File: config.mk
export PLATFORM = sky130hd
export DESIGN_NAME = huffman_tree_codec_unit
export DESIGN_NICKNAME = d
export VERILOG_FILES = /design/src/hdl/htc_pkg.sv /design/src/hdl/htc_ram.sv /design/src/hdl/htc_ctrl.sv /design/src/hdl/htc_datapath.sv /design/src/hdl/huffman_tree_codec_unit.sv
export VERILOG_INCLUDE_DIRS = /design/src /design/src/hdl
export SDC_FILE = /design/constraint.sdc
export NUM_CORES = 2
export LEC_CHECK = 0
export BUFFER_PORTS_ARGS = -buffer_cell sky130_fd_sc_hd__buf_2
export CORE_ASPECT_RATIO = 0.8
export CORE_UTILIZATION = 50
export CTS_CLUSTER_SIZE = 16
export DETAILED_ROUTE_END_ITERATION = 6
export PLACE_DENSITY = 0.65
export SYNTH_ARGS = -nofsm -noshare
export SYNTH_HDL_FRONTEND = slang
export SYNTH_SLANG_ARGS = --single-unit
File: constraint.sdc
create_clock -name clk -period 7.85 [get_ports clk]
set_clock_uncertainty 0.05 [all_clocks]
set_input_delay 1.1775 -clock clk [delete_from_list [all_inputs] [get_ports clk]]
set_output_delay 1.1775 -clock clk [all_outputs]
set_load 0.01 [all_outputs]
File: src/hdl/huffman_tree_codec_unit_defines.svh
// huffman_tree_codec_unit_defines.svh: assertion macros shared by the codec rtl
// no dependencies; included by files that carry concurrent assertions
`ifndef HUFFMAN_TREE_CODEC_UNIT_DEFINES_SVH
`define HUFFMAN_TREE_CODEC_UNIT_DEFINES_SVH

// same-cycle implication, disabled while reset is low
`define HTC_ASSERT_NOW(label, clk, rst_n, ante, cons) \
    label: assert property (@(posedge clk) disable iff (!rst_n) (ante) |-> (cons)) \
        else $error("assertion failed");

// next-cycle implication, disabled while reset is low
`define HTC_ASSERT_NEXT(label, clk, rst_n, ante, cons) \
    label: assert property (@(posedge clk) disable iff (!rst_n) (ante) |=> (cons)) \
        else $error("assertion failed");

`endif

File: src/hdl/htc_pkg.sv
// htc_pkg: types and codes for the huffman tree codec
// no dependencies; used by htc_ctrl, htc_datapath and the top level
`timescale 1ns / 1ps
`default_nettype none

package htc_pkg;

    // request kinds
    localparam logic [1:0] REQ_LOAD   = 2'd0;
    localparam logic [1:0] REQ_BUILD  = 2'd1;
    localparam logic [1:0] REQ_ENCODE = 2'd2;
    localparam logic [1:0] REQ_DECODE = 2'd3;

    // result status codes
    localparam logic [1:0] STAT_OK        = 2'd0;
    localparam logic [1:0] STAT_PENDING   = 2'd1;
    localparam logic [1:0] STAT_NOT_BUILT = 2'd2;
    localparam logic [1:0] STAT_BAD       = 2'd3;

    localparam int CODE_BITS = 15;

    typedef struct packed {
        logic [1:0]  req_type;
        logic [3:0]  leaf_index;
        logic [7:0]  symbol_in;
        logic [15:0] weight_in;
        logic        code_bit;
    } req_t;

    typedef struct packed {
        logic [1:0]  status;
        logic [7:0]  symbol_out;
        logic        symbol_valid;
        logic [14:0] code_word;
        logic [3:0]  code_length;
    } rsp_t;

    typedef enum logic [3:0] {
        S_IDLE, S_DISPATCH, S_CHK_RD, S_CHK_CMP, S_BS_RD, S_BS_CMP, S_MERGE,
        S_MERGE2, S_ES_RD, S_ES_CMP, S_EW_RD, S_EW_STEP, S_DC_RD, S_DC_CHK,
        S_DC_SYM, S_FINISH
    } state_t;

    typedef enum logic [4:0] {
        OP_NOP, OP_CAPTURE, OP_LOAD_OK, OP_RES_BAD, OP_RES_NOT_BUILT,
        OP_SCAN_START, OP_CHK_RD, OP_CHK_NEXT, OP_BUILD_FAIL, OP_BS_START,
        OP_BS_RD, OP_BS_SKIP, OP_BS_CMP, OP_MERGE, OP_MERGE2, OP_ES_RD,
        OP_ES_CMP, OP_EW_RD, OP_EW_STEP, OP_DC_RD, OP_DC_CHK, OP_DC_SYM, OP_OUT
    } op_t;

    typedef struct packed {
        op_t op;
    } cmd_t;

    typedef struct packed {
        logic [1:0] req_type;
        logic       load_bad;
        logic       tree_ready;
        logic       w_zero;
        logic       chk_last;
        logic       bs_last;
        logic       hp_j;
        logic       i_root;
        logic       match;
        logic       node_root;
        logic       child_leaf;
        logic       out_free;
    } stat_t;

endpackage

`default_nettype wire

File: src/hdl/htc_ram.sv
// htc_ram: generic single write port ram with registered read
// no dependencies
`timescale 1ns / 1ps
`default_nettype none

module htc_ram #(
    parameter int WIDTH = 8,
    parameter int DEPTH = 16
) (
    input  wire logic                     clk,
    input  wire logic                     we,
    input  wire logic [$clog2(DEPTH)-1:0] waddr,
    input  wire logic [WIDTH-1:0]         wdata,
    input  wire logic [$clog2(DEPTH)-1:0] raddr,
    output logic      [WIDTH-1:0]         rdata
);

    logic [WIDTH-1:0] mem [DEPTH];

    // write and registered read
    always_ff @(posedge clk)
    begin
        if (we)
        begin
            mem[waddr] <= wdata;
        end
        rdata <= mem[raddr];
    end

endmodule

`default_nettype wire

File: src/hdl/htc_ctrl.sv
// htc_ctrl: sequencer for load, build, encode and decode requests
// depends on htc_pkg; drives htc_datapath through cmd_t
`timescale 1ns / 1ps
`default_nettype none

module htc_ctrl (
    input  wire logic          clk,
    input  wire logic          rst_n,
    input  wire logic          req_valid,
    output logic               req_ready,
    input  wire htc_pkg::stat_t st,
    output htc_pkg::cmd_t      cmd
);

    htc_pkg::state_t state_reg, state_next;

    // state register
    always_ff @(posedge clk or negedge rst_n)
    begin
        if (!rst_n)
        begin
            state_reg <= htc_pkg::S_IDLE;
        end
        else
        begin
            state_reg <= state_next;
        end
    end

    // next state and datapath command
    always_comb
    begin
        state_next = state_reg;
        cmd.op     = htc_pkg::OP_NOP;
        req_ready  = 1'b0;
        case (state_reg)
            htc_pkg::S_IDLE:
            begin
                req_ready = 1'b1;
                if (req_valid)
                begin
                    cmd.op     = htc_pkg::OP_CAPTURE;
                    state_next = htc_pkg::S_DISPATCH;
                end
            end
            htc_pkg::S_DISPATCH:
            begin
                if (st.req_type == htc_pkg::REQ_LOAD)
                begin
                    cmd.op     = st.load_bad ? htc_pkg::OP_RES_BAD : htc_pkg::OP_LOAD_OK;
                    state_next = htc_pkg::S_FINISH;
                end
                else if (st.req_type == htc_pkg::REQ_BUILD)
                begin
                    cmd.op     = htc_pkg::OP_SCAN_START;
                    state_next = htc_pkg::S_CHK_RD;
                end
                else if (!st.tree_ready)
                begin
                    cmd.op     = htc_pkg::OP_RES_NOT_BUILT;
                    state_next = htc_pkg::S_FINISH;
                end
                else if (st.req_type == htc_pkg::REQ_ENCODE)
                begin
                    cmd.op     = htc_pkg::OP_SCAN_START;
                    state_next = htc_pkg::S_ES_RD;
                end
                else
                begin
                    state_next = htc_pkg::S_DC_RD;
                end
            end
            htc_pkg::S_CHK_RD:
            begin
                cmd.op     = htc_pkg::OP_CHK_RD;
                state_next = htc_pkg::S_CHK_CMP;
            end
            htc_pkg::S_CHK_CMP:
            begin
                if (st.w_zero)
                begin
                    cmd.op     = htc_pkg::OP_BUILD_FAIL;
                    state_next = htc_pkg::S_FINISH;
                end
                else if (st.chk_last)
                begin
                    cmd.op     = htc_pkg::OP_BS_START;
                    state_next = htc_pkg::S_BS_RD;
                end
                else
                begin
                    cmd.op     = htc_pkg::OP_CHK_NEXT;
                    state_next = htc_pkg::S_CHK_RD;
                end
            end
            htc_pkg::S_BS_RD:
            begin
                if (st.hp_j)
                begin
                    cmd.op     = htc_pkg::OP_BS_SKIP;
                    state_next = st.bs_last ? htc_pkg::S_MERGE : htc_pkg::S_BS_RD;
                end
                else
                begin
                    cmd.op     = htc_pkg::OP_BS_RD;
                    state_next = htc_pkg::S_BS_CMP;
                end
            end
            htc_pkg::S_BS_CMP:
            begin
                cmd.op     = htc_pkg::OP_BS_CMP;
                state_next = st.bs_last ? htc_pkg::S_MERGE : htc_pkg::S_BS_RD;
            end
            htc_pkg::S_MERGE:
            begin
                cmd.op     = htc_pkg::OP_MERGE;
                state_next = htc_pkg::S_MERGE2;
            end
            htc_pkg::S_MERGE2:
            begin
                cmd.op     = htc_pkg::OP_MERGE2;
                state_next = st.i_root ? htc_pkg::S_FINISH : htc_pkg::S_BS_RD;
            end
            htc_pkg::S_ES_RD:
            begin
                cmd.op     = htc_pkg::OP_ES_RD;
                state_next = htc_pkg::S_ES_CMP;
            end
            htc_pkg::S_ES_CMP:
            begin
                cmd.op = htc_pkg::OP_ES_CMP;
                if (st.match)
                begin
                    state_next = htc_pkg::S_EW_RD;
                end
                else if (st.chk_last)
                begin
                    state_next = htc_pkg::S_FINISH;
                end
                else
                begin
                    state_next = htc_pkg::S_ES_RD;
                end
            end
            htc_pkg::S_EW_RD:
            begin
                cmd.op     = htc_pkg::OP_EW_RD;
                state_next = st.node_root ? htc_pkg::S_FINISH : htc_pkg::S_EW_STEP;
            end
            htc_pkg::S_EW_STEP:
            begin
                cmd.op     = htc_pkg::OP_EW_STEP;
                state_next = htc_pkg::S_EW_RD;
            end
            htc_pkg::S_DC_RD:
            begin
                cmd.op     = htc_pkg::OP_DC_RD;
                state_next = htc_pkg::S_DC_CHK;
            end
            htc_pkg::S_DC_CHK:
            begin
                cmd.op     = htc_pkg::OP_DC_CHK;
                state_next = st.child_leaf ? htc_pkg::S_DC_SYM : htc_pkg::S_FINISH;
            end
            htc_pkg::S_DC_SYM:
            begin
                cmd.op     = htc_pkg::OP_DC_SYM;
                state_next = htc_pkg::S_FINISH;
            end
            htc_pkg::S_FINISH:
            begin
                if (st.out_free)
                begin
                    cmd.op     = htc_pkg::OP_OUT;
                    state_next = htc_pkg::S_IDLE;
                end
            end
            default:
            begin
                state_next = htc_pkg::S_IDLE;
            end
        endcase
    end

endmodule

`default_nettype wire

File: src/hdl/htc_datapath.sv
// htc_datapath: tree memories, scan registers, result and output registers
// depends on htc_pkg, htc_ram and huffman_tree_codec_unit_defines.svh
`timescale 1ns / 1ps
`default_nettype none
`include "huffman_tree_codec_unit_defines.svh"

module htc_datapath #(
    parameter int MAX_SYMBOLS = 16,
    parameter int WEIGHT_BITS = 16
) (
    input  wire logic          clk,
    input  wire logic          rst_n,
    input  wire htc_pkg::cmd_t cmd,
    output htc_pkg::stat_t     st,
    input  wire htc_pkg::req_t req,
    input  wire logic          cfg_we,
    input  wire logic [4:0]    cfg_wdata,
    output logic               rsp_valid,
    input  wire logic          rsp_ready,
    output htc_pkg::rsp_t      rsp
);

    localparam int NODES = 2 * MAX_SYMBOLS - 1;
    localparam int NW    = $clog2(NODES);
    localparam int SW    = $clog2(MAX_SYMBOLS);
    localparam int WSUM  = WEIGHT_BITS + NW;

    logic [NW-1:0]    n_reg, pos_reg, i_reg, j_reg, a_reg, b_reg, node_reg, k_reg;
    logic [WSUM-1:0]  wa_reg, wb_reg;
    logic             a_ok_reg, b_ok_reg, ready_reg;
    logic [NODES-1:0] hp_reg;
    htc_pkg::req_t    in_reg;
    htc_pkg::rsp_t    res_reg, out_reg;
    logic             out_valid_reg;

    logic [NW-1:0]   root, n_sat, root_sat, child;
    logic [WSUM-1:0] wgt, w_rd;
    logic [NW:0]     par_rd;
    logic [NW-1:0]   left_rd, right_rd;
    logic [7:0]      sym_rd;

    // ram ports
    logic            w_we, p_we, lr_we, s_we;
    logic [NW-1:0]   w_waddr, w_raddr, p_waddr, p_raddr, lr_raddr;
    logic [WSUM-1:0] w_wdata;
    logic [NW:0]     p_wdata;
    logic [SW-1:0]   s_waddr, s_raddr;

    // derived values
    always_comb
    begin
        root  = NW'((n_reg << 1) - NW'(2));
        wgt   = WSUM'(WEIGHT_BITS'(in_reg.weight_in));
        child = in_reg.code_bit ? right_rd : left_rd;
        if (cfg_wdata < 5'd2)
        begin
            n_sat = NW'(2);
        end
        else if (32'(cfg_wdata) > MAX_SYMBOLS)
        begin
            n_sat = NW'(MAX_SYMBOLS);
        end
        else
        begin
            n_sat = NW'(cfg_wdata);
        end
        root_sat = NW'((n_sat << 1) - NW'(2));
    end

    // status toward the controller
    always_comb
    begin
        st.req_type   = in_reg.req_type;
        st.load_bad   = (32'(in_reg.leaf_index) >= 32'(n_reg)) || (wgt == '0);
        st.tree_ready = ready_reg;
        st.w_zero     = (w_rd == '0);
        st.chk_last   = (j_reg == NW'(n_reg - NW'(1)));
        st.bs_last    = (j_reg == NW'(i_reg - NW'(1)));
        st.hp_j       = hp_reg[j_reg];
        st.i_root     = (i_reg == root);
        st.match      = (sym_rd == in_reg.symbol_in);
        st.node_root  = (node_reg == root);
        st.child_leaf = (child < n_reg);
        st.out_free   = !out_valid_reg || rsp_ready;
    end

    // memory port selection
    always_comb
    begin
        w_we     = (cmd.op == htc_pkg::OP_LOAD_OK) || (cmd.op == htc_pkg::OP_MERGE);
        w_waddr  = (cmd.op == htc_pkg::OP_MERGE) ? i_reg : NW'(in_reg.leaf_index);
        w_wdata  = (cmd.op == htc_pkg::OP_MERGE) ? WSUM'(wa_reg + wb_reg) : wgt;
        w_raddr  = j_reg;
        p_we     = (cmd.op == htc_pkg::OP_MERGE) || (cmd.op == htc_pkg::OP_MERGE2);
        p_waddr  = (cmd.op == htc_pkg::OP_MERGE) ? a_reg : b_reg;
        p_wdata  = {cmd.op == htc_pkg::OP_MERGE2, i_reg};
        p_raddr  = node_reg;
        lr_we    = (cmd.op == htc_pkg::OP_MERGE);
        lr_raddr = pos_reg;
        s_we     = (cmd.op == htc_pkg::OP_LOAD_OK);
        s_waddr  = SW'(in_reg.leaf_index);
        s_raddr  = (cmd.op == htc_pkg::OP_DC_CHK) ? SW'(child) : SW'(j_reg);
    end

    htc_ram #(.WIDTH(WSUM), .DEPTH(NODES)) u_weight (
        .clk(clk), .we(w_we), .waddr(w_waddr), .wdata(w_wdata),
        .raddr(w_raddr), .rdata(w_rd)
    );

    htc_ram #(.WIDTH(NW + 1), .DEPTH(NODES)) u_parent (
        .clk(clk), .we(p_we), .waddr(p_waddr), .wdata(p_wdata),
        .raddr(p_raddr), .rdata(par_rd)
    );

    htc_ram #(.WIDTH(NW), .DEPTH(NODES)) u_left (
        .clk(clk), .we(lr_we), .waddr(i_reg), .wdata(a_reg),
        .raddr(lr_raddr), .rdata(left_rd)
    );

    htc_ram #(.WIDTH(NW), .DEPTH(NODES)) u_right (
        .clk(clk), .we(lr_we), .waddr(i_reg), .wdata(b_reg),
        .raddr(lr_raddr), .rdata(right_rd)
    );

    htc_ram #(.WIDTH(8), .DEPTH(MAX_SYMBOLS)) u_symbol (
        .clk(clk), .we(s_we), .waddr(s_waddr), .wdata(in_reg.symbol_in),
        .raddr(s_raddr), .rdata(sym_rd)
    );

    // control registers: symbol count, tree state, decode position, output valid
    always_ff @(posedge clk or negedge rst_n)
    begin
        if (!rst_n)
        begin
            n_reg         <= NW'(4 > MAX_SYMBOLS ? MAX_SYMBOLS : 4);
            pos_reg       <= NW'(2 * (4 > MAX_SYMBOLS ? MAX_SYMBOLS : 4) - 2);
            ready_reg     <= 1'b0;
            out_valid_reg <= 1'b0;
        end
        else
        begin
            if (cfg_we)
            begin
                n_reg     <= n_sat;
                pos_reg   <= root_sat;
                ready_reg <= 1'b0;
            end
            else
            begin
                case (cmd.op)
                    htc_pkg::OP_LOAD_OK, htc_pkg::OP_BUILD_FAIL:
                    begin
                        ready_reg <= 1'b0;
                        pos_reg   <= root;
                    end
                    htc_pkg::OP_MERGE2:
                    begin
                        if (i_reg == root)
                        begin
                            ready_reg <= 1'b1;
                            pos_reg   <= root;
                        end
                    end
                    htc_pkg::OP_DC_CHK:
                    begin
                        pos_reg <= (child < n_reg) ? root : child;
                    end
                    default:
                    begin
                    end
                endcase
            end
            if (cmd.op == htc_pkg::OP_OUT)
            begin
                out_valid_reg <= 1'b1;
            end
            else if (rsp_ready)
            begin
                out_valid_reg <= 1'b0;
            end
        end
    end

    // working registers and result
    always_ff @(posedge clk)
    begin
        case (cmd.op)
            htc_pkg::OP_CAPTURE:
            begin
                in_reg  <= req;
                res_reg <= '0;
            end
            htc_pkg::OP_RES_BAD, htc_pkg::OP_BUILD_FAIL:
            begin
                res_reg.status <= htc_pkg::STAT_BAD;
            end
            htc_pkg::OP_RES_NOT_BUILT:
            begin
                res_reg.status <= htc_pkg::STAT_NOT_BUILT;
            end
            htc_pkg::OP_SCAN_START:
            begin
                j_reg <= '0;
            end
            htc_pkg::OP_CHK_NEXT, htc_pkg::OP_BS_SKIP:
            begin
                j_reg <= NW'(j_reg + NW'(1));
            end
            htc_pkg::OP_BS_START:
            begin
                i_reg    <= n_reg;
                j_reg    <= '0;
                a_ok_reg <= 1'b0;
                b_ok_reg <= 1'b0;
                hp_reg   <= '0;
            end
            htc_pkg::OP_BS_CMP:
            begin
                j_reg <= NW'(j_reg + NW'(1));
                if (!a_ok_reg || (w_rd < wa_reg))
                begin
                    b_reg    <= a_reg;
                    wb_reg   <= wa_reg;
                    b_ok_reg <= a_ok_reg;
                    a_reg    <= j_reg;
                    wa_reg   <= w_rd;
                    a_ok_reg <= 1'b1;
                end
                else if (!b_ok_reg || (w_rd < wb_reg))
                begin
                    b_reg    <= j_reg;
                    wb_reg   <= w_rd;
                    b_ok_reg <= 1'b1;
                end
            end
            htc_pkg::OP_MERGE:
            begin
                hp_reg <= hp_reg | (NODES'(1) << a_reg) | (NODES'(1) << b_reg);
            end
            htc_pkg::OP_MERGE2:
            begin
                if (i_reg != root)
                begin
                    i_reg    <= NW'(i_reg + NW'(1));
                    j_reg    <= '0;
                    a_ok_reg <= 1'b0;
                    b_ok_reg <= 1'b0;
                end
            end
            htc_pkg::OP_ES_CMP:
            begin
                if (sym_rd == in_reg.symbol_in)
                begin
                    node_reg <= j_reg;
                    k_reg    <= '0;
                end
                else
                begin
                    j_reg <= NW'(j_reg + NW'(1));
                    if (j_reg == NW'(n_reg - NW'(1)))
                    begin
                        res_reg.status <= htc_pkg::STAT_BAD;
                    end
                end
            end
            htc_pkg::OP_EW_RD:
            begin
                if (node_reg == root)
                begin
                    res_reg.code_length <= 4'(k_reg);
                end
            end
            htc_pkg::OP_EW_STEP:
            begin
                for (int b = 0; b < htc_pkg::CODE_BITS; b++)
                begin
                    if (32'(k_reg) == b)
                    begin
                        res_reg.code_word[b] <= par_rd[NW];
                    end
                end
                k_reg    <= NW'(k_reg + NW'(1));
                node_reg <= par_rd[NW-1:0];
            end
            htc_pkg::OP_DC_CHK:
            begin
                if (!(child < n_reg))
                begin
                    res_reg.status <= htc_pkg::STAT_PENDING;
                end
            end
            htc_pkg::OP_DC_SYM:
            begin
                res_reg.symbol_out   <= sym_rd;
                res_reg.symbol_valid <= 1'b1;
            end
            htc_pkg::OP_OUT:
            begin
                out_reg <= res_reg;
            end
            default:
            begin
            end
        endcase
    end

    assign rsp_valid = out_valid_reg;
    assign rsp       = out_reg;

    // checks on the datapath
    `HTC_ASSERT_NOW(a_out_slot, clk, rst_n, cmd.op == htc_pkg::OP_OUT, !out_valid_reg || rsp_ready)
    `HTC_ASSERT_NOW(a_pos_inner, clk, rst_n, ready_reg, (pos_reg >= n_reg) && (pos_reg <= root))
    `HTC_ASSERT_NOW(a_merge_pair, clk, rst_n, cmd.op == htc_pkg::OP_MERGE, a_ok_reg && b_ok_reg && (a_reg != b_reg))

endmodule

`default_nettype wire

File: src/hdl/huffman_tree_codec_unit.sv
// huffman_tree_codec_unit: top level of the huffman tree codec
// depends on htc_pkg, htc_ctrl, htc_datapath (and through it htc_ram)
//
// usage
// - req channel (req_valid/req_ready, word req) carries load, build, encode
//   and decode requests; rsp channel (rsp_valid/rsp_ready, word rsp) returns
//   exactly one result word per request
// - cfg_we/cfg_wdata writes symbol_count (saturated to 2..MAX_SYMBOLS);
//   write only while no request is in flight
// - one request at a time through a shared controller and tree memories with
//   one write port each; encode time grows with the leaf index and the code
//   length, build time with symbol_count and the nodes scanned per merge
// - req_ready is high only in idle, which the controller enters as rsp_valid
//   rises, so the next request is taken then at the earliest
// - rsp holds in an output register: a stalled receiver keeps the finished
//   word there while the next request is already taken and worked on
// - reset clears the tree built flag, sets symbol_count to 4 (MAX_SYMBOLS if
//   smaller) and the decode position to the root; leaf contents are undefined until loaded
`timescale 1ns / 1ps
`default_nettype none

module huffman_tree_codec_unit #(
    parameter int MAX_SYMBOLS = 16,
    parameter int WEIGHT_BITS = 16
) (
    input  wire logic          clk,
    input  wire logic          rst_n,
    input  wire logic          req_valid,
    output logic               req_ready,
    input  wire htc_pkg::req_t req,
    output logic               rsp_valid,
    input  wire logic          rsp_ready,
    output htc_pkg::rsp_t      rsp,
    input  wire logic          cfg_we,
    input  wire logic [4:0]    cfg_wdata
);

    htc_pkg::cmd_t  cmd;
    htc_pkg::stat_t st;

    // sequencer
    htc_ctrl u_ctrl (
        .clk(clk), .rst_n(rst_n), .req_valid(req_valid), .req_ready(req_ready),
        .st(st), .cmd(cmd)
    );

    // tree storage and arithmetic
    htc_datapath #(.MAX_SYMBOLS(MAX_SYMBOLS), .WEIGHT_BITS(WEIGHT_BITS)) u_dp (
        .clk(clk), .rst_n(rst_n), .cmd(cmd), .st(st), .req(req),
        .cfg_we(cfg_we), .cfg_wdata(cfg_wdata),
        .rsp_valid(rsp_valid), .rsp_ready(rsp_ready), .rsp(rsp)
    );

endmodule

`default_nettype wire
# After elaboration in Yosys (flattened, before gate mapping)
# Memories as Yosys holds them, arrays and structs flattened. A register that Yosys moved wholly into a read port is not among the register bits.
# Cells that the tools add are included.
# Widths: inputs -> output; s select.
classes:
  add_sub_neg: 8
  n_mul: 0
  div_mod_pow: 0
  order_cmp: 7
  n_eq_ne: 81
  n_shift: 2
  n_mux: 97
  n_bitwise: 2
  n_reduce_logical: 58
ops:
  columns: ["operator", "count"]
  rows:
  - ["$mux 5", 20]
  - ["$pmux 5 s16", 1]
  - ["$eq 5x4->1 const B", 13]
  - ["$pmux 4 s16", 1]
  - ["$mux 21", 3]
  - ["$or 31x31->31", 2]
  - ["$pmux 31 s2", 1]
  - ["$shl 1x5->31 const A", 2]
  - ["$mux 4", 12]
  - ["$reduce_and 2->1", 23]
  - ["$logic_not 21->1", 2]
  - ["$lt 21x21->1", 2]
  - ["$mux 1", 37]
  - ["$eq 5x3->1 const B", 7]
  - ["$ne 2x1->1 const B", 17]
  - ["$eq 4x4->1 const B", 8]
  - ["$eq 5x5->1 const B", 6]
  - ["$pmux 15 s2", 1]
  - ["$pmux 5 s2", 3]
  - ["$add 21x21->21", 1]
  - ["$eq 5x2->1 const B", 4]
  - ["$eq 5x5->1", 4]
  - ["$pmux 5 s4", 1]
  - ["$pmux 9 s2", 1]
  - ["40 further kinds", 83]
word_totals:
  regBits: 212
  latch_bits: 0
  ram_bits: 1275
  rom_bits: 0
  input_bits: 41
  out_inout_bits: 32
  wordCells: 305
  memories: 5
memory_table:
  columns: ["name", "words", "width", "rd", "rd_ports_with_merged_regs", "wr", "line_no", "source"]
  rows:
  - ["u_dp.u_weight.mem", 31, 21, 1, 1, 1, "htc_ram.sv:18", "logic [WIDTH-1:0] mem [DEPTH];"]
  - ["u_dp.u_parent.mem", 31, 6, 1, 1, 1, "htc_ram.sv:18", null]
  - ["u_dp.u_left.mem", 31, 5, 1, 1, 1, "htc_ram.sv:18", null]
  - ["u_dp.u_right.mem", 31, 5, 1, 1, 1, "htc_ram.sv:18", null]
  - ["u_dp.u_symbol.mem", 16, 8, 1, 1, 1, "htc_ram.sv:18", null]

# Depth between registers and ports, before layout
logic_depth:
  word_depth: 10
  mapped_depth: 11

# Cells and area by module
# Synthesis repeated with hierarchy kept, for this count alone.
unflattened:
  hier_cells: 3699
  hier_area_um2: 63638.5
by_module_without_submodules:
  columns: ["mod", "n_inst", "cells_each", "area_each_um2", "seq_area_each_um2"]
  rows:
  - ["htc_ram at u_dp.u_weight", 1, 1222, 25560.8, 19969.2]
  - ["htc_ram at u_dp.u_left ...", 2, 340, 6389.9, 4754.6]
  - ["htc_datapath", 1, 1093, 12024.0, 6189.7]
  - ["htc_ram at u_dp.u_parent", 1, 385, 7516.0, 5705.5]
  - ["htc_ram at u_dp.u_symbol", 1, 229, 5147.4, 4003.8]
  - ["htc_ctrl", 1, 90, 610.6, 100.1]

# Least setup slack after synthesis
# No wires, ideal clock.
synth_timing:
  kind: "reg2reg"
  start: "reg u_ctrl.state_reg[1]"
  end: "mem u_dp.u_weight.mem[27][0] (netlist name), enable pin"
  setup_time_ns: 0.452
  arrival_time_ns: 3.515
  required_ns: 7.348
  setup_slack_ns: 3.832
  path_stages_with_launch: 8
  n_path_buf: 3
  path_cell_list: "dfrtp_1 -> buf_2 -> clkbuf_1 -> nand2_1 -> nor2_1 -> clkbuf_1 -> nand2_1 -> nor4_1"
synth_between:
  elab_chain_cells: 6
  word_cells_on_any_way: 23
synth_lines:
  columns: ["element", "line_no", "source"]
  rows:
  - ["start: declaration", "htc_ctrl.sv:15", "htc_pkg::state_t state_reg, state_next;"]
  - ["start signal: assignment", "htc_ctrl.sv:22", "state_reg <= htc_pkg::S_IDLE;"]
  - ["start signal: assignment", "htc_ctrl.sv:26", "state_reg <= state_next;"]
  - ["$eq 4x4->1 (tied with other cells)", "htc_ctrl.sv:36", "case (state_reg)"]
  - ["$pmux 5 s16 *", "htc_ctrl.sv:36", null]
  - ["$eq 5x2->1 / $eq 5x4->1 (equally long branches)", "htc_datapath.sv:90, htc_datapath.sv:91", null]
  - ["$logic_or 1x1->1", "htc_datapath.sv:90", "w_we = (cmd.op == htc_pkg::OP_LOAD_OK) || (cmd.op == htc_pkg::OP_MERGE);"]
  - ["$mux 1", "htc_ram.sv:23", "if (we)"]
  - ["$mux 1 (implied by the code)", "htc_ram.sv:25", "mem[waddr] <= wdata;"]
  - ["end: declaration", "htc_ram.sv:18", null]
# Mark *: on every way between the ends. The rest lies on a longest branch, timed or not.

# Worst setup path in the final report
layout_timing:
  start: "reg u_dp.j_reg[0]"
  end: "reg u_dp.in_reg[16] (netlist name), enable pin"
layout_between:
  elab_chain_cells: 5
  word_cells_on_any_way: 8
layout_lines:
  columns: ["element", "line_no", "source"]
  rows:
  - ["start: declaration", "htc_datapath.sv:28", "logic [NW-1:0] n_reg, pos_reg, i_reg, j_reg, a_reg, b_reg, node_reg, k_reg;"]
  - ["start signal: assignment", "htc_datapath.sv:207", "j_reg <= NW'(j_reg + NW'(1));"]
  - ["start signal: assignment", "htc_datapath.sv:219", "j_reg <= NW'(j_reg + NW'(1));"]
  - ["start signal: assignment", "htc_datapath.sv:259", "j_reg <= NW'(j_reg + NW'(1));"]
  - ["$bmux 1 s5 / $eq 5x5->1 (equally long branches)", "htc_datapath.sv:79, htc_datapath.sv:77", null]
  - ["$mux 1 (implied by the code) / $mux 4 (equally long branches)", "htc_datapath.sv:79, htc_ctrl.sv:85", null]
  - ["$mux 1 / $mux 5 (equally long branches)", "htc_ctrl.sv:98, htc_ctrl.sv:80", null]
  - ["$pmux 5 s16 *", "htc_ctrl.sv:36", null]
  - ["$eq 5x1->1 *", "htc_datapath.sv:187", "case (cmd.op)"]
  - ["end signal: assignment", "htc_datapath.sv:190", "in_reg <= req;"]
  - ["end: declaration", "htc_datapath.sv:32", "htc_pkg::req_t in_reg;"]
# Mark *: on every way between the ends. The rest lies on a longest branch, timed or not. The select of a mux whose other input is x is not followed.
# A chain may end at the register's enable or synchronous reset.

==> flow_summary.json <==
{
  "cts_tree": "built",
  "relSlewSlack_pct": 4.55,
  "rows": 115,
  "final_cell_area_sq_um": 69200,
  "cts_buffers": 143,
  "areaGrowthSynthToFinish_pct": 11.4,
  "synthDistinctLibCells": 80,
  "cp.required_ns": 8.19,
  "insertion_delay_ns": 0.77,
  "finalSetupViolCount": 0,
  "drtAntennaViolNets": 0,
  "cp.buffers_inverters": 2,
  "clk_pin_slew_worst_paths_ns": 0.06,
  "largest_reg_flops": 651,
  "finalCritPeriodShare_pct": 59.5,
  "worst_setup_path_end_kind": "register",
  "path_delay_family": "buffers and inverters",
  "ios": 73,
  "start_util_pct": 50.5,
  "port_buffers": 72,
  "dp_slack_ns": 3.13,
  "tns_ns": 0,
  "yosysWarnings": 0,
  "powerDensity_nw_per_um2": 357,
  "clockBufferDepth": 3,
  "die_x_um": 396,
  "wl_per_cell_um": 27.8,
  "reg2reg_depth": 8,
  "ys_ff_latch": 1532,
  "grt_pass1_vias": 31300,
  "crit_type": "register to register",
  "via_per_inst": 6.12,
  "grt_first_pass_wirelength_um": 210000,
  "pwr-share-comb_pct": 28.8,
  "drt-initial-drc-count": 3189,
  "r2r_start": "u_dp.j_reg[0]$_SDFFCE_PN0P_",
  "diodes": 0,
  "max_freq_ghz": 0.214,
  "drv_slew": 0,
  "synth_edf_count": 1471,
  "critPathLaunchType": "register",
  "violations": "design-rule violations",
  "status": "finished with violations",
  "num_vias": 31400,
  "grt.total_usage_pct": 23.0,
  "synthesis.area_sq_um": 62100,
  "layout.nets": 3499,
  "async_flop_share_pct": 1.04,
  "crit_path_max_fanout": 42,
  "nFillCells": 9247,
  "crit_arrival_ns": 5.01,
  "drc_errors": 2,
  "place_area_sq_um": 64800,
  "ys_seq_area_share_pct": 73.2,
  "gp_congestion": 0.883,
  "tightestPinTransition_ns": 1.43,
  "fin_crit_ns": 4.67,
  "syn_nets": 3363,
  "clkPwrFrac_pct": 27.0,
  "intPower_uw": 16900,
  "worstReg2RegEnd": "u_dp.in_reg[16]$_DFFE_PP_",
  "layout_setup_ws_ns": 3.18,
  "layout_commonest_cell": "edfxtp_1",
  "rsz0062_at_grt": "false",
  "seq_power_share_pct": 44.2,
  "registers.top_by_ff_count": "u_dp.u_weight.mem",
  "die_h_um": 317,
  "htreeDepth": 4,
  "cp_slowest_cell": "edfxtp_1",
  "gr-total-overflow": 0,
  "grt_max_degree": 78,
  "mostFrequentLayoutCells": "edfxtp_1 (1471), mux4_2 (372), nor2_1 (173)",
  "fp.coreArea_sq_um": 123000,
  "hold_buffers": 0,
  "firstDrtPassIters": 7,
  "switchingPower_uw": 7760,
  "synth_flop_cell": "edfxtp_1",
  "drive_above_1_share_pct": 24.6,
  "root_buffer": "clkbuf_16",
  "hold_violations": 0,
  "syn_avg_cell_area_sq_um": 19.2,
  "slowest_delay_ns": 0.85,
  "antenna_found_initial": 1,
  "synthCells": 3241,
  "cts_resized": 0,
  "die-area_sq_um": 126000,
  "swShare_pct": 31.4,
  "cts_setup_buffers": 0,
  "drv_cap": 0,
  "wirelength_um": 143000,
  "leakage_uw": 0.0225,
  "numClockSinks": 1532,
  "vdd_drop_max_uv": 276,
  "reg2reg_setup_slack_ns": 3.18,
  "finalPower_uw": 24700,
  "dp_hpwl_um": 87800,
  "path_cells": "buf_4 > and3b_1 > a22oi_1 > o31a_1 > a311oi_4 > a21oi_1 > or3b_1 > inv_2",
  "hp-class": "primary input to async pin",
  "reg_top3": "u_dp.u_weight.mem: 651 flops, u_dp.u_parent.mem: 186 flops"
}
cells in the mapped netlist (32+ instances only):
master | count | area share, %
edfxtp_1 | 1471 | 71
mux4_2 | 372 | 13
nor2_1 | 183 | 1.1
nand2_1 | 150 | 0.91
clkbuf_1 | 92 | 0.56
o21ai_0 | 92 | 0.74
ha_1 | 80 | 1.6
inv_1 | 68 | 0.41
mux2_2 | 64 | 1.2
mux2i_1 | 63 | 1.0
o22ai_1 | 49 | 0.49
buf_1 | 48 | 0.29
a21oi_1 | 46 | 0.37
dfxtp_1 | 45 | 1.4
xor2_1 | 32 | 0.45
cell families (layout without fill, tap and decap cells):
| family | Yosys count | after routing | synth area share [%] |
|---|---|---|---|
| xor+xnor | 58 | 58 | 0.840 |
| fa+ha+maj | 81 | 81 | 1.64 |
| flops | 1532 | 1532 | 73.2 |
| mux | 504 | 504 | 15.7 |
| simple gates | 532 | 532 | 4.02 |
| compound gates | 305 | 305 | 3.11 |
| buf+inv | 229 | 477 | 1.45 |
stage by stage:
step / hold slack, ns / utilization, % / instances
after CTS: 0.279 / 56.2 / 5126
after global routing: 0.302 / 56.2 / 5127
after global placement: 0.366 / 52.6 / 4869
final: 0.328 / 56.2 / 5127
after detailed placement: 0.355 / 52.6 / 4869
after floorplan: 0.350 / - / 3241
worst register-to-register path: cells and delay by family, from the launching register on:
kind	cells	cell delay, ns
buffers and inverters	2	1.45
AO/OA/AOI/OAI	4	0.91
AND/OR/NAND/NOR	2	1.01
flip-flops	1	0.85
how the worst max path moves through the flow:
stage	start	endpoint	cells past startpoint
5_1_grt	u_dp.j_reg[0]$_SDFFCE_PN0P_	u_dp.in_reg[16]$_DFFE_PP_	8
4_1_cts	u_dp.j_reg[0]$_SDFFCE_PN0P_	u_dp.in_reg[16]$_DFFE_PP_	8
2_1_floorplan	u_ctrl.state_reg[1]$_DFFE_PN0P_	u_dp.u_weight.mem[27][0]$_DFFE_PP_	7
6_report	u_dp.j_reg[0]$_SDFFCE_PN0P_	u_dp.in_reg[16]$_DFFE_PP_	8
3_5_place_dp	u_dp.j_reg[0]$_SDFFCE_PN0P_	u_dp.in_reg[6]$_DFFE_PP_	8
3_3_place_gp	u_dp.j_reg[0]$_SDFFCE_PN0P_	u_dp.in_reg[9]$_DFFE_PP_	8
cell type report:
type	instances	area, sq um	area share [%]
clock buffer	181	3820	5.52
sequential	1532	45500	65.7
multi-input combinational	1480	16000	23.2
tap	1638	2050	2.96
clock inverter	76	622	0.898
inverter	69	259	0.374
timing repair buffer	151	961	1.39
per-layer routing:
layer | part of all wire (%) | track usage, %
met1 | 44 | 34.6
met2 | 47 | 35.4
met3 | 7.3 | 3.50
met4 | 1.8 | 5.94
met5 | 0 | 0
power by group through the flow:
stage,sequential (uW),combinational (uW),clock (uW)
floorplan,10900,4820,0
global placement,11000,6930,0
detailed placement,11100,7130,0
CTS,10900,7160,6770
global route,11000,7670,7080
finish,10900,7120,6660
No activity file was read; power rests on OpenSTA's default activity.
